## src/mroe_pkg.sv

```systemverilog
// Shared constants, types and helpers for the matrix row operation engine.
// No dependencies; used by every module under src.
package mroe_pkg;

    localparam int ROWS_DEF = 4;
    localparam int COLS_DEF = 8;
    localparam int DATA_W   = 32;
    localparam int IN_TDATA_W = 40;   // dest_row, src_row, col, operand, pad
    localparam int CMD_W    = 3;
    localparam int STAT_W   = 2;

    // divider: numerator |d|*2^17 + |f|, denominator |f|*2
    localparam int DIV_NW   = 49;
    localparam int DIV_DW   = 33;
    localparam int DIV_RW   = DIV_DW + 1;
    localparam int DIV_CW   = $clog2(DIV_NW);
    localparam int MAG_W    = 50;

    localparam logic [CMD_W-1:0] CMD_WRITE = 3'd0;
    localparam logic [CMD_W-1:0] CMD_READ  = 3'd1;
    localparam logic [CMD_W-1:0] CMD_ADD   = 3'd2;
    localparam logic [CMD_W-1:0] CMD_SUB   = 3'd3;
    localparam logic [CMD_W-1:0] CMD_MUL   = 3'd4;
    localparam logic [CMD_W-1:0] CMD_DIV   = 3'd5;
    localparam logic [CMD_W-1:0] CMD_SWAP  = 3'd6;

    localparam logic [STAT_W-1:0] ST_OK   = 2'd0;
    localparam logic [STAT_W-1:0] ST_DIVZ = 2'd1;
    localparam logic [STAT_W-1:0] ST_SAT  = 2'd2;

    typedef struct packed {
        logic busy;
        logic done;
    } div_stat_t;

    // Apply sign to a magnitude and clamp to Q16.16; msb of result is the flag.
    function automatic logic [DATA_W:0] sat_q(input logic neg, input logic [MAG_W-1:0] mag);
        logic [DATA_W-1:0] v;
        logic              f;
        if (!neg && mag > MAG_W'(32'h7fffffff)) begin
            f = 1'b1;
            v = 32'h7fffffff;
        end else if (neg && mag > MAG_W'(32'h80000000)) begin
            f = 1'b1;
            v = 32'h80000000;
        end else begin
            f = 1'b0;
            v = neg ? (~mag[DATA_W-1:0] + 32'd1) : mag[DATA_W-1:0];
        end
        return {f, v};
    endfunction

endpackage

```

## src/mroe_mem.sv

```systemverilog
// Matrix storage: one write port, two registered read ports.
// Depends on mroe_pkg for the data width.
module mroe_mem #(
    parameter int DEPTH = mroe_pkg::ROWS_DEF * mroe_pkg::COLS_DEF,
    parameter int AW    = $clog2(DEPTH)
) (
    input  logic                        clk,
    input  logic                        we,
    input  logic [AW-1:0]               waddr,
    input  logic [mroe_pkg::DATA_W-1:0] wdata,
    input  logic [AW-1:0]               raddr_a,
    input  logic [AW-1:0]               raddr_b,
    output logic [mroe_pkg::DATA_W-1:0] rdata_a,
    output logic [mroe_pkg::DATA_W-1:0] rdata_b
);

    logic [mroe_pkg::DATA_W-1:0] mem [DEPTH];

    always_ff @(posedge clk)
    begin
        if (we)
        begin
            mem[waddr] <= wdata;
        end
        rdata_a <= mem[raddr_a];
        rdata_b <= mem[raddr_b];
    end

endmodule

```

## config.mk

```make
export PLATFORM = sky130hd
export DESIGN_NAME = mroe_mem
export DESIGN_NICKNAME = d
export VERILOG_FILES = /design/src/mroe_pkg.sv /design/src/mroe_mem.sv
export SDC_FILE = /design/constraint.sdc
export NUM_CORES = 1
export LEC_CHECK = 0
export BUFFER_PORTS_ARGS = -buffer_cell sky130_fd_sc_hd__buf_2
export CAP_MARGIN = 20
export CORE_ASPECT_RATIO = 1.1
export CORE_MARGIN = 2
export CORE_UTILIZATION = 30
export CTS_BUF_LIST = sky130_fd_sc_hd__clkbuf_16
export DETAILED_ROUTE_END_ITERATION = 7
export GPL_ROUTABILITY_DRIVEN = 0
export GPL_TIMING_DRIVEN = 0
export PLACE_DENSITY = 0.49
export SLEW_MARGIN = 20
export SYNTH_ARGS = -nofsm -noshare
export SYNTH_HDL_FRONTEND = slang
export SYNTH_SLANG_ARGS = --single-unit
```

## constraint.sdc

```tcl
create_clock -name clk -period 3 [get_ports clk]
set_clock_uncertainty 0.05 [all_clocks]
set_input_delay 0.6 -clock clk [delete_from_list [all_inputs] [get_ports clk]]
set_output_delay 0.6 -clock clk [all_outputs]
set_load 0.05 [all_outputs]
```

* After elaboration in Yosys (flattened, before gate mapping)
Memories as Yosys holds them, arrays and structs flattened. A register that Yosys moved wholly into a read port is not among the register bits.
Index checks and enable logic that the tools add are counted.
** Operators by class
- Mux-type cells :: 2
** Operators by type and width (count)
- two-way mux 1 bit :: 2
** Word-level totals
- Register bits after elaboration :: 0
- Input port bits :: 49
- Word-level logic and storage cells :: 3
- Memories kept :: 1
- RAM bits :: 1024
- Output and inout bits :: 64
** Memory list
- mem :: words 32, width 32, read ports 2, clocked after memory_dff 2, wr ports 1, line mroe_mem.sv:17 : logic [mroe_pkg::DATA_W-1:0] mem [DEPTH];

* Logic depth before layout (Yosys ltp)
Gate-level depths: netlist of run 1.
- Depth after elaboration :: 2
- Gate-level depth with buffers :: 8
- Gate-level depth less buffers :: 5

* Worst setup path after synthesis of run 1
No wires, ideal clock.
- Path type :: input-to-reg
- From :: input port waddr[1]
- To :: memory mem[12][0] (netlist name) (enable)
- Arrival :: 2.613 ns
- Slack :: -0.084 ns
- Stages :: 3
- Data required time :: 2.529 ns
- Setup time :: 0.421 ns
- Cell sequence :: or3b_2 -> clkbuf_1 -> nor2_1
** RTL lines
- from (decl) :: line mroe_mem.sv:9 : input logic [AW-1:0] waddr,
- to (decl) :: line mroe_mem.sv:17
Straight into the memory's write port.

==> summary.txt, run 1 <==
Logic synthesis
  – Post-synth EDFFs: 1024
  – Area share of the largest cell type after synthesis: 61.41%
  – Async S/R FF share, synth: 0%
  – Synth Net Count: 3499
  – Count of mapped cells out of synthesis: 3450
  – Synth Area per Inst: 14.51 µm²
  – Top cells by instance count after synthesis: edfxtp_1 (1024), mux2i_1 (1024), nand2_1 (195)
  – Dominant cell type by area after synthesis: edfxtp_1
  – Cell variety after synth: 24
  – Register bit count reported by yosys: 1088
  – Top post-synthesis cells by area: edfxtp_1 (61%), mux2i_1 (20%), a22oi_1 (2.9%)
  – Number of synthesis warnings: 0
  – Cell area after synthesis: 0.05007 mm²
  – Sequential element share of the synthesized area: 63.97%
  – Primary FF master, synth: edfxtp_1

Final layout
  – Fin nets: 3777
  – Area Overhead vs Synth: 17.10%
  – Post-route cell area: just under 0.06 mm²
  – Fraction of layout instances using a drive strength above 1: between 10% and 20%
  – Final core utilization: 35.28%

Global route
  – Vias in the first global route: around 32000
  – Wire length of the first global-routing pass: approximately 250000 µm
  – Number of antenna violations at the first check in global routing: 18
  – Largest net degree at the start of global routing: 33
  – Residual overflow from global routing: 0
  – All-Layer GR Usage: between 20 and 25%

Outcome
  – Run status: finished clean

STA
  – Actual slew at the worst max-slew pin: 1.125 ns
  – Final hold viol count: 0
  – Headroom to the max-slew limit: 24.81%
  – Final Hold Slack: 0.3406 ns
  – Setup-violating endpoint count in the final report: 0
  – Ratio of final minimum period to clock period: 94.27%
  – Fmax: around 0.35 GHz
  – Accumulated negative setup slack: 0 ns
  – Setup repair after global routing missed its margin: false
  – Final Slew Violations: 0
  – Fin crit period: 2.828 ns

Floorplanning
  – Vertical die dimension: 432.5 µm
  – Die area: 0.1702 mm²
  – Initial core utilization: 30.13%
  – Number of I/O pins: 113
  – Core Region: roughly 0.17 mm²
  – Width of the die: 393.5 µm
  – FP Rows: between 150 and 200

CTS
  – Clock latency of the later-clocked register in the worst-skew pair: 0.76 ns
  – TritonCTS clock tree: done
  – Post-CTS Repair Setup Buffers: 0
  – Cell at the root of the clock tree: clkbuf_16
  – Total CTS buffers: approximately 120
  – Clock sinks: 1088
  – Post-CTS clock slew at the launch and capture registers of the worst setup and hold paths: 0.06 ns
  – CTS Buffer Depth: 3
  – Max H-tree Level: 3

Routing
  – Detail Route Antenna Nets: 0
  – Average routed wire per standard cell: approximately 29 µm
  – Total wirelength of the detailed-routed design: 178700 µm
  – Post-detailed-route DRC marker count: 0
  – Total via count after detailed routing: 32216
  – Number of iterations in the first detailed-routing pass: 6
  – Vias per cell: 5.315
  – Violation count after the first detailed-route iteration: 2763

Setup path
  – Critical path class: in2reg
  – Arrival @ worst endpoint: 3.26 ns
  – Minimum setup slack among reg-to-reg paths: roughly 0.85 ns
  – Worst EP required: around 3.4 ns
  – Origin of the critical flop-to-flop path: mem[2][10]$_DFFE_PP_
  – CP Launch Point: raddr_a[0]
  – Critical Path Fanout Max: 10
  – Reg2Reg Depth: 5
  – CP Launch Type: primary input
  – Terminus of the critical flop-to-flop path: rdata_a[10]$_DFF_P_
  – Worst setup EP type: flop

Power and ir drop
  – Proportion of power drawn by combinational gates: 10.4%
  – Clock share of power: 41.1%
  – Cell-internal power: 26.09 mW
  – IR drop worst, VDD: 0.4409 mV
  – Fraction of power spent switching nets: 25.61%
  – Power density over the cells: between 500 and 600 mW/mm²
  – Relative contribution of sequential cells to total power: 48.5%
  – Power dissipated by switching net loads: 8.980 mW
  – Leakage power of the design: 21.66 nW

Placement
  – I/O Buffers: 110
  – Placed instance area: roughly 0.055 mm²
  – Detail Placement HPWL: 128100 µm

Hold path
  – Cell depth of the worst hold path: 1
  – HP Class: in2reg
  – Critical hold path startpoint: wdata[28]
  – Hold-critical path endpoint: mem[14][28]$_DFFE_PP_

Job
  – Number of maximum-capacitance constraint violations: 0
routing by layer:
layer	vias to the layer above	track usage [%]	wire length [µm]
met3	258	3.154	11130
met4	26	6.130	4460
met1	16663	26.15	74550
met2	1117	35.44	88410
li1	14152	-	-
met5	-	0	168
power by group through the flow:
stage | registers (mW) | clock network (mW) | logic (mW)
finish | 17.0 | 14.4 | 3.65
global placement | 17.3 | 0 | 3.57
global route | 17.0 | 15.2 | 3.79
floorplan | 17.7 | 0 | 1.66
detailed placement | 17.3 | 0 | 3.63
CTS | 17.0 | 14.6 | 3.64
logic make-up (layout without fill, tap and decap cells):
kind of cell           after synthesis  in the layout  share of synthesized area (%)
flip-flops                        1088           1088                          63.97
multiplexers                      1024           1024                          20.47
AO/OA/AOI/OAI                      576            576                          7.836
AND/OR/NAND/NOR                    509            509                          4.593
buffers and inverters              253            633                          3.129
other                                0              5                              0
per-stage QoR:
stage                     power [mW]  cells  setup slack, ns
after detailed placement       20.95   5837          -0.8183
after CTS                      35.27   6055           0.1204
after global routing           36.01   6057           0.1703
final                          35.07   6061           0.1719
after global placement         20.89   5786           -2.654
after floorplan                19.38   3450         -0.08408
sequential cells by signal, summed over array words and instances (netlist names):
register,cells
mem,1024
rdata_b,32
rdata_a,32
cells in the final DEF, fill, tap and decap left out, types with 31 or more instances in the layout:
cell type / instances
mux2i_1: 1024
edfxtp_1: 1024
nand2_1: 195
nand3_1: 194
a22oi_1: 192
a21oi_1: 192
buf_2: 179
a22o_1: 128
clkbuf_16: 118
clkbuf_1: 85
nor3_1: 64
a31oi_1: 64
dfxtp_1: 64
buf_4: 47
buf_6: 45
nor2_4: 32
buf_12: 32
clkinv_1: 31
how the worst max path moves through the flow:
stage                                 to  slack [ns]
floorplan           mem[12][0]$_DFFE_PP_       -0.08
global placement    mem[24][4]$_DFFE_PP_       -2.65
detailed placement   rdata_a[14]$_DFF_P_       -0.82
CTS                  rdata_a[10]$_DFF_P_        0.12
global route         rdata_a[10]$_DFF_P_        0.17
finish               rdata_a[13]$_DFF_P_        0.17
area by class of cell:
| cell class | instances | area, µm² |
|---|---|---|
| antenna | 5 | 12.51 |
| buffer | 252 | 1567 |
| clock buffer | 118 | 2953 |
| clock inverter | 101 | 843.3 |
| fill | 16195 | 107600 |
| multi-input combinational | 2109 | 16710 |
| sequential | 1088 | 32030 |
| tap | 2226 | 2785 |
| timing repair buffer | 162 | 1729 |
critical path, stage by stage:
cell	delay (ns)
buf_2	0.11
nor2_1	0.19
clkbuf_1	0.82
clkbuf_1	0.76
a22oi_1	0.21
nand3_1	0.18
nand3_1	0.35
repair_timing:
item | in CTS | in global routing
pin swaps | 0 | 0
resized for setup | 0 | 1
hold buffers | 0 | 0
setup endpoints to repair | 1 | 1
endpoints found under the hold margin | 0 | 0
Note: power is estimated with default switching activity, not from simulation.
==> run 2: changes to the inputs <==
CTS_CLUSTER_SIZE = 16   (was default)
REMOVE_ABC_BUFFERS = 1   (was default)
==> summary.txt, run 2 (synthesis results as in run 1) <==
CTS
  – Max H-tree Level: 3
  – Post-CTS clock slew at the launch and capture registers of the worst setup and hold paths: 0.06 ns
  – Clock sinks: 1088
  – CTS Buffer Depth: 3
  – Count of hold buffers inserted by post-cts repair: 0
  – Post-CTS Repair Setup Buffers: 0
  – TritonCTS clock tree: done
  – Total CTS buffers: 120
  – Clock latency of the later-clocked register in the worst-skew pair: 0.75 ns
  – Post-CTS Resized: 0
  – Cell at the root of the clock tree: clkbuf_16

STA
  – Final Worst Setup Slack: 0.1616 ns
  – Final hold viol count: 0
  – Setup-violating endpoint count in the final report: 0
  – Final Slew Violations: 0
  – Headroom to the max-slew limit: ~33%
  – Final Hold Slack: 0.2948 ns
  – Ratio of final minimum period to clock period: 94.61%
  – Fin crit period: around 2.8 ns
  – Setup repair after global routing missed its margin: false
  – Actual slew at the worst max-slew pin: 1.006 ns
  – Fmax: 0.3523 GHz

Placement
  – I/O Buffers: about 110
  – Total instance count after detailed placement: 5688
  – Worst slack, placed: -0.8484 ns
  – Detail Placement HPWL: between 100000 and 150000 µm

Power and ir drop
  – Power density over the cells: ~580 mW/mm²
  – Leakage power of the design: 21.98 nW
  – IR drop worst, VDD: 0.4485 mV

Final layout
  – Area Overhead vs Synth: 19.39%
  – Number of fill cells in the layout: ~16000
  – Storage cell area: roughly 0.032 mm²
  – Largest Register: mem
  – Fin nets: 3634
  – Top Registers: mem: 1024 flops, rdata_a: 32 flops, rdata_b: 32 flops
  – Leading cell types in the layout, fill and taps excluded: mux2i_1 (1024), edfxtp_1 (1024), nand3_1 (194)
  – Post-route insts no fill: between 5000 and 6000
  – Area of the multi-input gates: 0.01681 mm²
  – Max FFs per register: 1024
  – Fraction of layout instances using a drive strength above 1: 12.96%

Global route
  – Vias in the first global route: 31768
  – Number of antenna violations at the first check in global routing: 6
  – All-Layer GR Usage: 18.30%
  – Wire length of the first global-routing pass: 225900 µm
  – Residual overflow from global routing: 0
  – Largest net degree at the start of global routing: 70

Routing
  – Total via count after detailed routing: roughly 31000
  – Violation count after the first detailed-route iteration: ~2500
  – Number of iterations in the first detailed-routing pass: 5
  – Average routed wire per standard cell: ~27 µm
  – Detail Route Antenna Nets: 0
  – Post-detailed-route DRC marker count: 0
  – Total wirelength of the detailed-routed design: 159400 µm
  – Vias per cell: approximately 5.3

Setup path
  – Worst EP required: 3.51 ns
  – Dominant cell type by count on the critical path: buf_16
  – CP cell instances: buf_8 -> buf_16 -> buf_16 -> buf_16 -> buf_16 -> mux2i_1 -> a22o_1 -> nor3_1 -> a31oi_1 -> nand3_1
  – CP Launch Type: primary input
  – Arrival @ worst endpoint: 3.35 ns
  – Critical path class: in2reg
  – Delay contributed by the slowest stage of the critical path: 0.37 ns
  – Critical Path Fanout Max: between 60 and 70
  – Critical Path Slowest Stage Cell: buf_16
  – Worst setup EP type: flop

Hold path
  – HP Class: in2reg

Floorplanning
  – Core Region: around 0.17 mm²
  – Number of I/O pins: 113
  – Width of the die: 393.5 µm
  – Initial core utilization: a little under a third
  – FP Rows: around 160
  – Vertical die dimension: 432.5 µm
  – Die area: between 0.15 and 0.2 mm²

Outcome
  – Run status: finished clean

Job
  – Number of maximum-capacitance constraint violations: 0
## run 2: worst max-delay path: cells and delay by family
family / cells / cell delay [ns]
buffers and inverters: 5 / 1.62
AOI/OAI and AO/OA: 2 / 0.42
and+or+nand+nor: 2 / 0.28
muxes: 1 / 0.25
## run 2: area by class of cell
type / instances / area share (%)
multi-input combinational: 2109 / 28.13
timing repair buffer: 266 / 7.384
tap: 2226 / 4.659
clock inverter: 104 / 1.141
antenna: 1 / 0.004186
clock buffer: 122 / 5.107
sequential: 1088 / 53.58
## run 2: per-stage QoR
stage / setup TNS (ns) / utilization [%] / total power, mW / cell area, µm²
after floorplan: -174.01 / - / 19.00 / 48500
after global placement: -3753.62 / 31.20 / 21.66 / 51850
after detailed placement: -33.71 / 33.70 / 20.80 / 56010
after CTS: 0 / 35.97 / 34.95 / 59780
after global routing: 0 / 35.97 / 35.68 / 59780
final: 0 / 35.97 / 34.59 / 59780
## run 2: where the power goes
part / switching, mW / internal [mW]
clock: 6.18 / 7.93
combinational: 2.31 / 1.18
sequential: 0.0965 / 16.9
## run 2: worst paths after layout
check / startpoint / endpoint / slack, ns / depth (start not counted)
worst max-delay path: raddr_a[1] / rdata_a[22]$_DFF_P_ / 0.16 / 10
worst min-delay path: wdata[9] / mem[13][9]$_DFFE_PP_ / 0.29 / 1
worst max register to register: mem[6][18]$_DFFE_PP_ / rdata_a[18]$_DFF_P_ / 1.30 / 5
worst min register to register: mem[24][3]$_DFFE_PP_ / rdata_b[3]$_DFF_P_ / 0.61 / 4
## run 2: metal layers
layer  vias to the layer above  GRT usage, %  routed length, µm
met5                         -             0                 34
met4                         4         6.268               4634
met3                       252         2.552               7774
met2                       920         29.93              75010
met1                     16101         24.87              71980
li1                      13910             -                  -
