`src/mroe_pkg.sv`:
```
// Shared constants, types and helpers for the matrix row operation engine.
// No dependencies; used by every module under src.
package mroe_pkg;

    localparam int ROWS_DEF = 4;
    localparam int COLS_DEF = 8;
    localparam int DATA_W   = 32;
    localparam int IN_TDATA_W = 40;   // dest_row, src_row, col, operand, pad
    localparam int CMD_W    = 3;
    localparam int STAT_W   = 2;

    // divider: numerator |d|*2^17 + |f|, denominator |f|*2
    localparam int DIV_NW   = 49;
    localparam int DIV_DW   = 33;
    localparam int DIV_RW   = DIV_DW + 1;
    localparam int DIV_CW   = $clog2(DIV_NW);
    localparam int MAG_W    = 50;

    localparam logic [CMD_W-1:0] CMD_WRITE = 3'd0;
    localparam logic [CMD_W-1:0] CMD_READ  = 3'd1;
    localparam logic [CMD_W-1:0] CMD_ADD   = 3'd2;
    localparam logic [CMD_W-1:0] CMD_SUB   = 3'd3;
    localparam logic [CMD_W-1:0] CMD_MUL   = 3'd4;
    localparam logic [CMD_W-1:0] CMD_DIV   = 3'd5;
    localparam logic [CMD_W-1:0] CMD_SWAP  = 3'd6;

    localparam logic [STAT_W-1:0] ST_OK   = 2'd0;
    localparam logic [STAT_W-1:0] ST_DIVZ = 2'd1;
    localparam logic [STAT_W-1:0] ST_SAT  = 2'd2;

    typedef struct packed {
        logic busy;
        logic done;
    } div_stat_t;

    // Apply sign to a magnitude and clamp to Q16.16; msb of result is the flag.
    function automatic logic [DATA_W:0] sat_q(input logic neg, input logic [MAG_W-1:0] mag);
        logic [DATA_W-1:0] v;
        logic              f;
        if (!neg && mag > MAG_W'(32'h7fffffff)) begin
            f = 1'b1;
            v = 32'h7fffffff;
        end else if (neg && mag > MAG_W'(32'h80000000)) begin
            f = 1'b1;
            v = 32'h80000000;
        end else begin
            f = 1'b0;
            v = neg ? (~mag[DATA_W-1:0] + 32'd1) : mag[DATA_W-1:0];
        end
        return {f, v};
    endfunction

endpackage

```
`src/mroe_div.sv`:
```
// Restoring divider, one quotient bit per cycle, unsigned.
// Depends on mroe_pkg for widths and the status struct.
module mroe_div (
    input  logic                        clk,
    input  logic                        rst_n,
    input  logic                        start,
    input  logic [mroe_pkg::DIV_NW-1:0] num,
    input  logic [mroe_pkg::DIV_DW-1:0] den,
    output mroe_pkg::div_stat_t         stat,
    output logic [mroe_pkg::DIV_NW-1:0] quo
);

    logic                        busy_reg, busy_next;
    logic                        done_reg, done_next;
    logic [mroe_pkg::DIV_CW-1:0] cnt_reg, cnt_next;
    logic [mroe_pkg::DIV_RW-1:0] rem_reg, rem_next;
    logic [mroe_pkg::DIV_NW-1:0] num_reg, num_next;
    logic [mroe_pkg::DIV_DW-1:0] den_reg, den_next;
    logic [mroe_pkg::DIV_RW-1:0] trial;

    always_comb
    begin
        busy_next = busy_reg;
        done_next = 1'b0;
        cnt_next  = cnt_reg;
        rem_next  = rem_reg;
        num_next  = num_reg;
        den_next  = den_reg;
        trial     = {rem_reg[mroe_pkg::DIV_RW-2:0], num_reg[mroe_pkg::DIV_NW-1]};
        if (start)
        begin
            busy_next = 1'b1;
            cnt_next  = '0;
            rem_next  = '0;
            num_next  = num;
            den_next  = den;
        end else if (busy_reg)
        begin
            if (trial >= {1'b0, den_reg})
            begin
                rem_next = trial - {1'b0, den_reg};
                num_next = {num_reg[mroe_pkg::DIV_NW-2:0], 1'b1};
            end else
            begin
                rem_next = trial;
                num_next = {num_reg[mroe_pkg::DIV_NW-2:0], 1'b0};
            end
            cnt_next = cnt_reg + 1'b1;
            if (cnt_reg == mroe_pkg::DIV_CW'(mroe_pkg::DIV_NW - 1))
            begin
                busy_next = 1'b0;
                done_next = 1'b1;
            end
        end
    end

    always_ff @(posedge clk or negedge rst_n)
    begin
        if (!rst_n)
        begin
            busy_reg <= 1'b0;
            done_reg <= 1'b0;
            cnt_reg  <= '0;
        end else
        begin
            busy_reg <= busy_next;
            done_reg <= done_next;
            cnt_reg  <= cnt_next;
        end
    end

    always_ff @(posedge clk)
    begin
        rem_reg <= rem_next;
        num_reg <= num_next;
        den_reg <= den_next;
    end

    assign stat.busy = busy_reg;
    assign stat.done = done_reg;
    assign quo       = num_reg;

endmodule
```
`config.mk`:
```
export PLATFORM = sky130hd
export DESIGN_NAME = mroe_div
export DESIGN_NICKNAME = d
export VERILOG_FILES = /design/src/mroe_pkg.sv /design/src/mroe_div.sv
export SDC_FILE = /design/constraint.sdc
export NUM_CORES = 1
export LEC_CHECK = 0
export BUFFER_PORTS_ARGS = -buffer_cell sky130_fd_sc_hd__buf_2
export CORE_MARGIN = 8
export CORE_UTILIZATION = 55
export CTS_CLUSTER_SIZE = 24
export DETAILED_ROUTE_END_ITERATION = 10
export GPL_ROUTABILITY_DRIVEN = 0
export PLACE_DENSITY_LB_ADDON = 0.15
export SYNTH_ARGS = -nofsm -noshare
export SYNTH_HDL_FRONTEND = slang
export SYNTH_SLANG_ARGS = --single-unit
```
`constraint.sdc`:
```
create_clock -name clk -period 7.2 [get_ports clk]
set_input_delay 1.44 -clock clk [delete_from_list [all_inputs] [get_ports clk]]
set_output_delay 1.44 -clock clk [all_outputs]
set_load 0.02 [all_outputs]
```
After elaboration in Yosys (flattened, before gate mapping)
Index checks and enable logic that the tools add are counted.

Input port bits: 85. Register bits after elaboration: 123. Logic and storage cells: 23.

Reductions and logical operators: 1. Equal/unequal tests: 1. $lt $le $gt $ge: 1. Multiplexer cells: 12. Add/subtract/negate cells: 2.

Operator list (count): $mux W49 (2); $ge A34 B33 Y1 (1); $mux W33 (1); $sub A33 B33 Y33 (1); $mux W6 (2); $mux W1 (7); $add A6 B1 Y6 const B (1); $eq A6 B6 Y1 const B (1); $reduce_bool A2 Y1 (1).

Longest topological paths before layout
Gate-level depths: netlist (run 1).

Word-level depth: 4. Depth in mapped cells: 13. Gate-level depth less buffers: 12.

Worst setup path after synthesis (run 1)
OpenSTA, ideal clock, no wires.

Path type: input port to flip-flop. Start point: in start. End point: reg num_reg (netlist bit quo[0]) (enable). Data arrival time: 3.122 ns. Stages: 4. Path slack: 3.675 ns. Buffers on the path: 2. Data required time: 6.797 ns. Cell sequence: clkbuf_1 clkbuf_1 nor2_1 inv_1.

Cells in the longest elaborated chain, start to end: 1.

RTL lines: start: declaration (line mroe_div.sv:6) `input logic start,`; $reduce_bool A2 Y1 (no line); end signal: assignment (line mroe_div.sv:75) `num_reg <= num_next;`; end: declaration (line mroe_div.sv:17) `logic [mroe_pkg::DIV_NW-1:0] num_reg, num_next;`.

No other way between the ends. A chain may end at the register's enable or synchronous reset.

Worst setup path in the final report (run 1)
Start point: reg num_reg (netlist bit quo[48]). End point: reg rem_reg[21] (netlist bit).

Cells in the longest elaborated chain, start to end: 2. Elaborated cells on any way between the ends: 3. Classes of those cells: add/sub (1); order compare (1); mux (1).

RTL lines: $sub A33 B33 Y33 / $ge A34 B33 Y1 (equally long branches) (line mroe_div.sv:41, mroe_div.sv:39); $mux W33 (*) (line mroe_div.sv:39) `if (trial >= {1'b0, den_reg})`; end signal: assignment (line mroe_div.sv:74) `rem_reg <= rem_next;`; end: declaration (line mroe_div.sv:16) `logic [mroe_pkg::DIV_RW-1:0] rem_reg, rem_next;`.

Every way passes the cells marked *; elsewhere a longest branch is shown, timed or not.

==> metrics.md, run 1 <==
| Metric | Value |
|---|---|
| Fin Setup TNS | `0 ns` |
| Crit-path max FO | `35` |
| Max-slew violations | `0` |
| Met3 Use GR | `8.160%` |
| Setup CP Type | `flop to flop` |
| WP data arrival | `3.89 ns` |
| Synth Warn # | `0` |
| Vias | `5,466` |
| Final ANT Viol Nets | `0` |
| Avg Cell Area, Syn | `10.66 sq um` |
| Synth top area cells | `edfxtp_1 34%, dfxtp_1 9.2%, mux2_2 7.9%` |
| Ant. Diodes | `0` |
| Vertical die dimension | `130.0 um` |
| Post-synth EDFFs | `82` |
| Initial drt markers | `310` |
| Net Count, Synth | `792` |
| Final HPWL DP | `11.34 mm` |
| Commonest cells post-synth | `82 x edfxtp_1, 61 x nor2_1, 54 x nand2_1` |
| Layout cells sized above 1 | `30.29%` |
| Clock sink total | `123` |
| Initial antenna violation count | `0` |
| Hold Path Class | `flop to flop` |
| Worst path max stage delay | `0.89 ns` |
| Final instance area | `8447 sq um` |
| WL/cell | `16.26 um` |
| Logic pwr share | `12.3%` |
| Fillers | `996` |
| GR peak layer | `met2` |
| GR Util met2 | `31.11%` |
| Top cell type's share of synthesized area | `34.44%` |
| CTS tree | `yes` |
| Reg2Reg Setup Slack | `3.64 ns` |
| WHS | `0.5083 ns` |
| First-pass GRT wire length | `26.16 mm` |
| Total track usage | `19.39%` |
| Vias per inst | `5.629` |
| Die ar. | `16,910 sq um` |
| Largest net degree at the start of global routing | `80` |
| Initial Util | `56.43%` |
| Area Growth Syn to Fin | `18.13%` |
| Die X-Extent | `130.0 um` |
| Final setup skew | `0.01224 ns` |
| Most frequent cell after synthesis | `edfxtp_1` |
| Grt total ovfl | `0` |
| CTS Hold Bufs | `0` |
| Fin crit share | `49.45%` |
| Port Buffer Count | `135` |
| CP endpoint kind | `flop` |
| PwrDens | `228.8 nW/um^2` |
| Pint | `1453 uW` |
| Standard-cell rows | `41` |
| Worst path cell trace | `inv_1 > ha_1 > inv_1 > fa_1 > a21o_1 > a221oi_1 > o31a_1 > o21ai_4 > a21oi_4 > a21oi_4 > o2111ai_1 > a311oi_2` |
| Min Tclk post-route | `3.560 ns` |
| Leakage | `0.003615 uW` |
| WP buf/inv | `2` |
| Htree depth | `4` |
| Max reg flops | `49` |
| Net Sw Frac | `24.81%` |
| Vias in the first global route | `5,545` |
| HP Start | `rem_reg[24]$_SDFFE_PP0P_` |
| Least-Margin Pin Slew | `1.131 ns` |
| Clock root cell | `clkbuf_16` |
| Routed wire length | `15.79 mm` |
| Core box area | `12,670 sq um` |
| Max VDD drop | `172.4 uV` |
| Layout Nets | `907` |
| RSZ-0062 raised after global routing | `no` |
| Async S/R FF share, synth | `6.504%` |
| Clock transition at path regs | `0.06 ns` |
| Worst-Skew Late Latency | `0.42 ns` |
| CP required | `7.53 ns` |
| Startpoint Class | `flop` |
| Top_reg_cell synth | `edfxtp_1` |
| Drc violations | `0` |
| Sw power | `479.4 uW` |
| CTS resizes | `0` |
| Placed cell areas | `7848 sq um` |
| IO Pins | `136` |
| Mapped Cells | `671` |
| Power share of the sequential group | `42.9%` |
| Largest delay share family, worst path | `compound AO/OA/AOI/OAI gates` |
| Flops & latches, synth | `123` |
| Clock buffer depth | `2` |
| Largest area contributor in the netlist | `edfxtp_1` |
| Distinct cells, synth | `70` |
| Endpoints failing hold | `0` |
| Clock power frac | `44.8%` |
| Sequential area share after synthesis | `46.47%` |
| Cell area after synthesis | `7151 sq um` |
| Drt first pass iters | `5` |
| Reg2reg start | `quo[48]$_DFFE_PP_` |
| Max-Cap Viols | `0` |
| TritonCTS buffer count | `17` |
| Max Freq | `0.2809 GHz` |
| Max_slew headroom | `24.40%` |
| Met1 usage | `23.40%` |
| Setup crit start | `quo[48]$_DFFE_PP_` |
| Final setup viols | `0` |
| Slowest-stage cell, CP | `a21oi_4` |
| Post-CTS Setup Inserts | `0` |
| Outcome | `complete, no violations` |
==> area by class of cell <==
class	count	area, sq um	area share (%)
tap	172	215.2	2.548
clock inverter	14	170.2	2.015
inverter	45	168.9	2.000
multi-input combinational	462	3446	40.79
clock buffer	18	429.2	5.081
timing repair buffer	137	693.2	8.206
sequential	123	3324	39.36
==> worst paths after layout <==
kind,end,cells after the start
hold reg to reg,rem_reg[25]$_SDFFE_PP0P_,2
max in group asynchronous,busy_reg$_DFF_PN0_,1
setup / recovery,rem_reg[21]$_SDFFE_PP0P_,12
hold / removal,rem_reg[25]$_SDFFE_PP0P_,2
min in group asynchronous,cnt_reg[4]$_DFFE_PN0P_,1
setup reg to reg,rem_reg[21]$_SDFFE_PP0P_,12
==> per-layer routing <==
| metal | routed length (um) | up-vias |
|---|---|---|
| met1 | 7184 | 2566 |
| met2 | 7199 | 162 |
| met3 | 1250 | 18 |
| li1 | - | 2720 |
| met5 | 0 | - |
| met4 | 152 | 0 |
==> cell usage in the layout, fill, tap and decap left out, types with 10 or more instances in the layout <==
cell type,instances
nor2_1,61
mux2i_1,17
nor3_1,13
and3_1,10
a21o_1,12
a211oi_1,14
o21ai_0,15
ha_1,35
inv_1,44
xor2_1,10
clkbuf_16,17
dfxtp_1,33
nand2_1,54
edfxtp_1,82
a311oi_1,10
a21oi_1,34
xnor2_1,16
a311oi_2,10
mux2_2,50
buf_2,134
==> stage by stage <==
stage	worst slack (ns)	total power (uW)	util, %	std cells
6_report	3.640	1932	66.66	971
5_1_grt	3.319	2003	66.66	971
4_1_cts	3.601	1947	66.66	971
3_5_place_dp	3.625	1080	61.93	939
3_3_place_gp	3.706	1074	61.93	939
2_1_floorplan	3.675	998.6	-	671
==> power by group through the flow <==
stage / Sequential [uW] / Clock (uW) / Combinational (uW)
floorplan: 876 / 0 / 122
detailed placement: 842 / 0 / 238
finish: 828 / 866 / 238
CTS: 829 / 879 / 239
global placement: 841 / 0 / 233
global route: 835 / 906 / 262
==> tightest hold or removal path, delay by kind of cell, from the launching register on <==
family           cells  cell delay, ns
flip-flops           1            0.32
AO/OA/AOI/OAI        1            0.08
AND/OR/NAND/NOR      1            0.06
==> cells by family after synthesis <==
logic type | after synthesis | share of synthesized area, %
adders and majority gates | 36 | 6.404
muxes | 67 | 10.25
xor gates and xnor gates | 26 | 3.184
AOI/OAI and AO/OA | 146 | 15.82
DFF | 123 | 46.47
and+or+nand+nor | 187 | 12.53
buffers and inverters | 86 | 5.337
Note: power is estimated with default switching activity, not from simulation.
==> inputs of run 2 (changes only) <==
--- a/config.mk
+++ b/config.mk
@@ -5,9 +5,10 @@
 export SDC_FILE = /design/constraint.sdc
 export NUM_CORES = 1
 export LEC_CHECK = 0
+export ABC_AREA = 1
 export BUFFER_PORTS_ARGS = -buffer_cell sky130_fd_sc_hd__buf_2
 export CORE_MARGIN = 8
-export CORE_UTILIZATION = 55
+export CORE_UTILIZATION = 51
 export CTS_CLUSTER_SIZE = 24
 export DETAILED_ROUTE_END_ITERATION = 10
 export GPL_ROUTABILITY_DRIVEN = 0
==> constraint.sdc (replaced) <==
create_clock -name clk -period 3.2 [get_ports clk]
set_input_delay 0.64 -clock clk [delete_from_list [all_inputs] [get_ports clk]]
set_output_delay 0.64 -clock clk [all_outputs]
set_load 0.02 [all_outputs]
==> metrics.md, run 2 <==
| Metric | Value |
|---|---|
| Layout cells sized above 1 | `15.60% (-15 points)` |
| Vias in the first global route | `7,029 (+27%)` |
| Synth Warn # | `0 (unchanged)` |
| Post-synth EDFFs | `82 (unchanged)` |
| CTS Hold Bufs | `0 (unchanged)` |
| Fin Setup TNS | `0 ns (unchanged)` |
| Top_reg_cell synth | `edfxtp_1` |
| Fin crit share | `83.76% (+34 points)` |
| Die ar. | `19,300 sq um (+14%)` |
| First-pass GRT wire length | `33.18 mm (+27%)` |
| Final HPWL DP | `14.52 mm (+28%)` |
| Post-CTS Setup Inserts | `0 (unchanged)` |
| Worst-Skew Late Latency | `0.42 ns (about the same)` |
| Async S/R FF share, synth | `6.504% (unchanged)` |
| Grt total ovfl | `0 (unchanged)` |
| WHS | `0.05282 ns (-0.4554 ns)` |
| Total track usage | `21.12% (+1.7 points)` |
| Commonest non-fill, non-tap cell in the layout | `nand2_1` |
| Standard-cell rows | `45 (+9.8%)` |
| Least-Margin Pin Slew | `0.8790 ns (-0.2525 ns)` |
| Max Freq | `0.3731 GHz (+33%)` |
| Outcome | `complete, no violations` |
| Crit-path max FO | `32 (-8.6%)` |
| Port Buffer Count | `135 (unchanged)` |
| Net Count, Synth | `1,205 (+52%)` |
| Initial drt markers | `470 (+52%)` |
| WP data arrival | `3.03 ns (-0.86 ns)` |
| Cell area after synthesis | `7706 sq um (+7.8%)` |
| Distinct cells, synth | `33 (-53%)` |
| Slack of the critical path | `0.5197 ns (-3.120 ns)` |
| Largest family of logic cells by synthesized area | `simple AND/OR/NAND/NOR gates` |
| CTS resizes | `0 (unchanged)` |
| Drc violations | `0 (unchanged)` |
| Largest area contributor in the netlist | `edfxtp_1` |
| Avg Cell Area, Syn | `7.109 sq um (-33%)` |
| Initial Util | `51.45% (-5.0 points)` |
| Fillers | `1,421 (+43%)` |
| Hold Path Class | `input port to asynchronous set/reset pin` |
| Setup CP Type | `flop to flop` |
| Routed wire length | `19.52 mm (+24%)` |
| Layout Nets | `1,340 (+48%)` |
| Initial antenna violation count | `2 (+2)` |
| Endpoints failing hold | `0 (unchanged)` |
| Startpoint Class | `flop` |
| WL/cell | `13.76 um (-15%)` |
| Clock root cell | `clkbuf_16` |
| Power, Total | `6797 uW (+250%)` |
| Vertical die dimension | `138.9 um (+6.8%)` |
| Ant. Diodes | `0 (unchanged)` |
| IO Pins | `136 (unchanged)` |
| Post-Synth XOR/XNOR Area | `1.705% (-1.5 points)` |
| Synth top area cells | `edfxtp_1 32%, nand2_1 23%, inv_1 9.2%` |
| Clock transition at path regs | `0.06 ns (about the same)` |
| CP endpoint kind | `flop` |
| Max reg flops | `49 (unchanged)` |
| Clock sink total | `123 (unchanged)` |
| Final instance area | `9131 sq um (+8.1%)` |
| Core box area | `14,980 sq um (+18%)` |
| CP required | `3.55 ns (-3.98 ns)` |
| Drt first pass iters | `6 (+1)` |
| Max-Cap Viols | `0 (unchanged)` |
| Htree depth | `4 (unchanged)` |
| Max VDD drop | `437.7 uV (+150%)` |
| Post-synthesis simple-gate area fraction | `35.05% (+23 points)` |
| Most frequent cells in the layout | `471 x nand2_1, 187 x inv_1, 134 x buf_2, 82 x edfxtp_1, 76 x nand3_1` |
| Clock buffer depth | `2 (unchanged)` |
| RSZ-0062 raised after global routing | `no` |
| PwrDens | `744.3 nW/um^2 (+230%)` |
| Post-synthesis mux area share | `0% (-10 points)` |
| Max_slew headroom | `41.32% (+17 points)` |
| Most frequent cell after synthesis | `nand2_1` |
| Commonest cells post-synth | `471 x nand2_1, 188 x inv_1, 82 x edfxtp_1` |
| Synth Area in Adders | `5.943% (-0.46 points)` |
| Setup WS pre-CTS | `0.5388 ns (-3.087 ns)` |
| TritonCTS buffer count | `17 (unchanged)` |
| Die X-Extent | `138.9 um (+6.8%)` |
| Final setup viols | `0 (unchanged)` |
| Sequential area share after synthesis | `43.12% (-3.4 points)` |
| Vias | `6,888 (+26%)` |
| Top cell type's share of synthesized area | `31.95% (-2.5 points)` |
| Min Tclk post-route | `2.680 ns (-0.8801 ns)` |
| Leakage | `0.005002 uW (+38%)` |
| Flops & latches, synth | `123 (unchanged)` |
| Vias per inst | `4.854 (-14%)` |
| CTS tree | `yes` |
| Largest net degree at the start of global routing | `56 (-30%)` |
| Mapped Cells | `1,084 (+62%)` |
| Placed cell areas | `8547 sq um (+8.9%)` |
| Final ANT Viol Nets | `0 (unchanged)` |
| Max-slew violations | `0 (unchanged)` |
| Area Growth Syn to Fin | `18.49%` |
| Compound-Gate Fraction of Synth Area | `3.166% (-13 points)` |
| Final setup skew | `0.01189 ns (-0.0003546 ns)` |
## run 2: cell count changes in the layout (fill, tap and decap cells not counted), moves of 11 or more
cell and change:
a21o_1 -11, mux2i_1 -17, nor2_1 -19, nand2_1 +417, a21oi_1 -11, nand3_1 +70
nand3b_1 +19, inv_1 +143, mux2_2 -50, a211oi_1 -14
## run 2: final cells by class
type	count	area, sq um	area share (%)
clock buffer	20	436.7	4.782
inverter	190	713.2	7.810
clock inverter	11	147.6	1.617
sequential	123	3323	36.39
multi-input combinational	744	3537	38.74
timing repair buffer	143	738.2	8.084
tap	188	235.2	2.576
## run 2: per-layer routing
layer / share of wire (%) / vias to the layer above / GRT usage, %
met3: 7.6 / 32 / 7.229
met1: 46 / 3042 / 26.26
met5: 0.15 / - / 0
met4: 2.3 / 4 / 7.683
met2: 44 / 194 / 33.40
li1: - / 3616 / -
## run 2: kinds of logic after synthesis
kind of cell | count (synthesis)
fa+ha+maj | 36
buf+inv | 217
flops | 123
compound gates | 47
simple gates | 646
xor+xnor | 15
## run 2: worst max-delay path: stages (launching register included)
cell and delay [ns]:
edfxtp_1 0.38, inv_1 0.09, ha_1 0.15, inv_1 0.09, fa_1 0.44, nand3_1 0.13
nand3_2 0.17, nand2_2 0.12, nand2_2 0.07, nand2_4 0.30, nand2_4 0.29, nand2_1 0.16
nand3_1 0.08, o21ai_1 0.09
## run 2: final timing paths
kind / from / slack (ns) / to / cells after the start
setup / recovery: quo[48]$_DFFE_PP_ / 0.52 / rem_reg[10]$_SDFFE_PP0P_ / 13
hold / removal: rst_n / 0.05 / done_reg$_DFF_PN0_ / 1
setup reg to reg: quo[48]$_DFFE_PP_ / 0.52 / rem_reg[10]$_SDFFE_PP0P_ / 13
hold reg to reg: rem_reg[20]$_SDFFE_PP0P_ / 0.47 / rem_reg[20]$_SDFFE_PP0P_ / 2
max in group asynchronous: rst_n / 2.97 / cnt_reg[2]$_DFFE_PN0P_ / 1
min in group clk: den[29] / 0.39 / den_reg[29]$_DFFE_PP_ / 1
## run 2: where the power goes
part | switching, uW | internal, uW
Clock | 718 | 1220
Combinational | 1750 | 990
Sequential | 155 | 1960
Total | 2630 | 4170
## run 2: per-stage QoR
step	instances	utilization [%]
finish	1419	60.97
CTS	1419	60.97
global route	1419	60.97
floorplan	1084	-
global placement	1388	57.07
detailed placement	1388	57.07
==> inputs of run 3 (changes only) <==
--- a/config.mk
+++ b/config.mk
@@ -8,7 +8,7 @@
 export ABC_AREA = 1
 export BUFFER_PORTS_ARGS = -buffer_cell sky130_fd_sc_hd__buf_2
 export CORE_MARGIN = 8
-export CORE_UTILIZATION = 51
+export CORE_UTILIZATION = 55
 export CTS_CLUSTER_SIZE = 24
 export DETAILED_ROUTE_END_ITERATION = 10
 export GPL_ROUTABILITY_DRIVEN = 0
==> constraint.sdc (replaced) <==
create_clock -name clk -period 2.8 [get_ports clk]
set_input_delay 0.56 -clock clk [delete_from_list [all_inputs] [get_ports clk]]
set_output_delay 0.56 -clock clk [all_outputs]
set_load 0.02 [all_outputs]
==> metrics.md, run 3 (same netlist as run 2, synthesis figures left out) <==
| Metric | Value |
|---|---|
| Met1 usage | `27.24% (+0.99 points)` |
| Area Growth Syn to Fin | `18.31%` |
| Setup CP Type | `flop to flop` |
| Die X-Extent | `134.4 um (-3.3%)` |
| CP required | `3.09 ns (-0.46 ns)` |
| CP endpoint kind | `flop` |
| Max Freq | `0.3989 GHz (+6.9%)` |
| Clock root cell | `clkbuf_16` |
| Final ANT Viol Nets | `0 (unchanged)` |
| Startpoint Class | `flop` |
| Port Buffer Count | `135 (unchanged)` |
| Core box area | `13,770 sq um (-8.0%)` |
| Hold Path Class | `input port to flop` |
| Setup WS pre-CTS | `0.3092 ns (-0.2296 ns)` |
| Max reg flops | `49 (unchanged)` |
| Slack of the critical path | `0.2934 ns (-0.2264 ns)` |
| Post-CTS Setup Inserts | `0 (unchanged)` |
| Least-Margin Pin Slew | `0.8848 ns (+0.005831 ns)` |
| Final setup viols | `0 (unchanged)` |
| Standard-cell rows | `43 (-4.4%)` |
| Initial Util | `55.95% (+4.5 points)` |
| Htree depth | `4 (unchanged)` |
| Fin crit share | `89.52% (+5.8 points)` |
| First-pass GRT wire length | `31.86 mm (-4.0%)` |
| CTS tree | `yes` |
| Grt total ovfl | `0 (unchanged)` |
| IO Pins | `136 (unchanged)` |
| CTS Hold Bufs | `1 (+1)` |
| Outcome | `complete, no violations` |
| WL/cell | `13.79 um (+0.27%)` |
| Met3 Use GR | `7.367% (+0.14 points)` |
| GR Util met2 | `35.04% (+1.6 points)` |
| Layout cells sized above 1 | `15.67% (+0.069 points)` |
| Initial drt markers | `573 (+22%)` |
| Final setup skew | `0.01413 ns (+0.002247 ns)` |
| Max-Cap Viols | `0 (unchanged)` |
| Max VDD drop | `502.8 uV (+15%)` |
| Layout Nets | `1,340 (unchanged)` |
| Max-slew violations | `0 (unchanged)` |
| Final HPWL DP | `14.53 mm (about the same)` |
| CTS resizes | `0 (unchanged)` |
| Drc violations | `0 (unchanged)` |
| Vertical die dimension | `134.4 um (-3.3%)` |
| Routed wire length | `19.49 mm (-0.16%)` |
| WP data arrival | `2.79 ns (-0.24 ns)` |
| Leakage | `0.005008 uW (+0.11%)` |
| Commonest non-fill, non-tap cell in the layout | `nand2_1` |
| Reg area | `3323 sq um (unchanged)` |
| Most frequent cells in the layout | `471 x nand2_1, 187 x inv_1, 134 x buf_2, 82 x edfxtp_1, 76 x nand3_1` |
| TritonCTS buffer count | `17 (unchanged)` |
| Clock sink total | `123 (unchanged)` |
| Clock transition at path regs | `0.06 ns (about the same)` |
| Reg2Reg Setup Slack | `0.29 ns (-0.23 ns)` |
| Total track usage | `22.07% (+0.95 points)` |
| Largest net degree at the start of global routing | `56 (unchanged)` |
| Endpoints failing hold | `0 (unchanged)` |
| Initial antenna violation count | `1 (-1)` |
| GR peak layer | `met2` |
| Worst-Skew Late Latency | `0.42 ns (about the same)` |
| Fillers | `1,255 (-12%)` |
| RSZ-0062 raised after global routing | `no` |
| Clock buffer depth | `2 (unchanged)` |
| PwrDens | `842.2 nW/um^2 (+13%)` |
| Max_slew headroom | `40.93% (-0.39 points)` |
| Final Util | `66.20% (+5.2 points)` |
| Vias | `6,991 (+1.5%)` |
| Drt first pass iters | `5 (-1)` |
| Area of the multi-input gates | `3537 sq um (unchanged)` |
| Crit-path max FO | `21 (-34%)` |
| Die ar. | `18,060 sq um (-6.5%)` |
| Fin Setup TNS | `0 ns (unchanged)` |
| Vias per inst | `4.948 (+1.9%)` |
| Vias in the first global route | `6,781 (-3.5%)` |
| Min Tclk post-route | `2.507 ns (-0.1736 ns)` |
## run 3: cell count changes in the layout (fill, tap and decap cells not counted), moves of 2 or more
| cell | delta |
|---|---|
| clkinvlp_4 | -2 |
| inv_6 | +2 |
| bufinv_16 | -2 |
| buf_4 | -2 |
| clkinv_4 | +3 |
## run 3: final timing paths
kind / from / end / cells past startpoint
setup / recovery: quo[48]$_DFFE_PP_ / rem_reg[0]$_SDFFE_PP0P_ / 13
hold / removal: den[30] / den_reg[30]$_DFFE_PP_ / 1
setup reg to reg: quo[48]$_DFFE_PP_ / rem_reg[0]$_SDFFE_PP0P_ / 13
hold reg to reg: rem_reg[23]$_SDFFE_PP0P_ / rem_reg[23]$_SDFFE_PP0P_ / 2
max in group asynchronous: rst_n / cnt_reg[4]$_DFFE_PN0P_ / 2
min in group asynchronous: rst_n / done_reg$_DFF_PN0_ / 2
## run 3: per-layer routing
metal | vias to the layer above | part of all wire [%]
met1 | 3092 | 45
li1 | 3622 | -
met3 | 42 | 8.2
met2 | 235 | 45
met4 | 0 | 1.9
met5 | - | 0
## run 3: cell type report
cell class              count  share of cell area [%]
diodes                      1                 0.02745
clock buffers              20                   4.899
clock inverters            12                   1.276
inverters                 190                   7.822
multi-input cells         744                   38.80
flip-flops and latches    123                   36.45
well taps                 180                   2.470
repair buffers            143                   8.261
## run 3: report_power, final
group | internal (uW) | switching, uW | total (uW)
Clock | 1250 | 826 | 2080
Combinational | 1130 | 2050 | 3190
Sequential | 2240 | 173 | 2420
Total | 4630 | 3050 | 7680
## run 3: metrics by stage
step / hold WS, ns / power (uW) / cell area [sq um] / instances
detailed placement: 0.4103 / 5573 / 8542 / 1379
finish: 0.3131 / 7679 / 9117 / 1413
CTS: 0.2926 / 7682 / 9115 / 1412
global route: 0.2926 / 8230 / 9115 / 1412
floorplan: 0.2644 / 4826 / 7707 / 1084
global placement: 0.4136 / 5542 / 8542 / 1379
## run 3: worst max-delay path, cell delays in order, from the launching register on
cell	delay [ns]
edfxtp_1	0.37
inv_1	0.09
ha_1	0.14
inv_1	0.09
fa_1	0.44
nand3_1	0.13
nand3_2	0.14
nand2_2	0.10
nand2_2	0.07
nand2_4	0.18
buf_4	0.31
nand3_1	0.12
nand3_1	0.09
o21ai_0	0.09
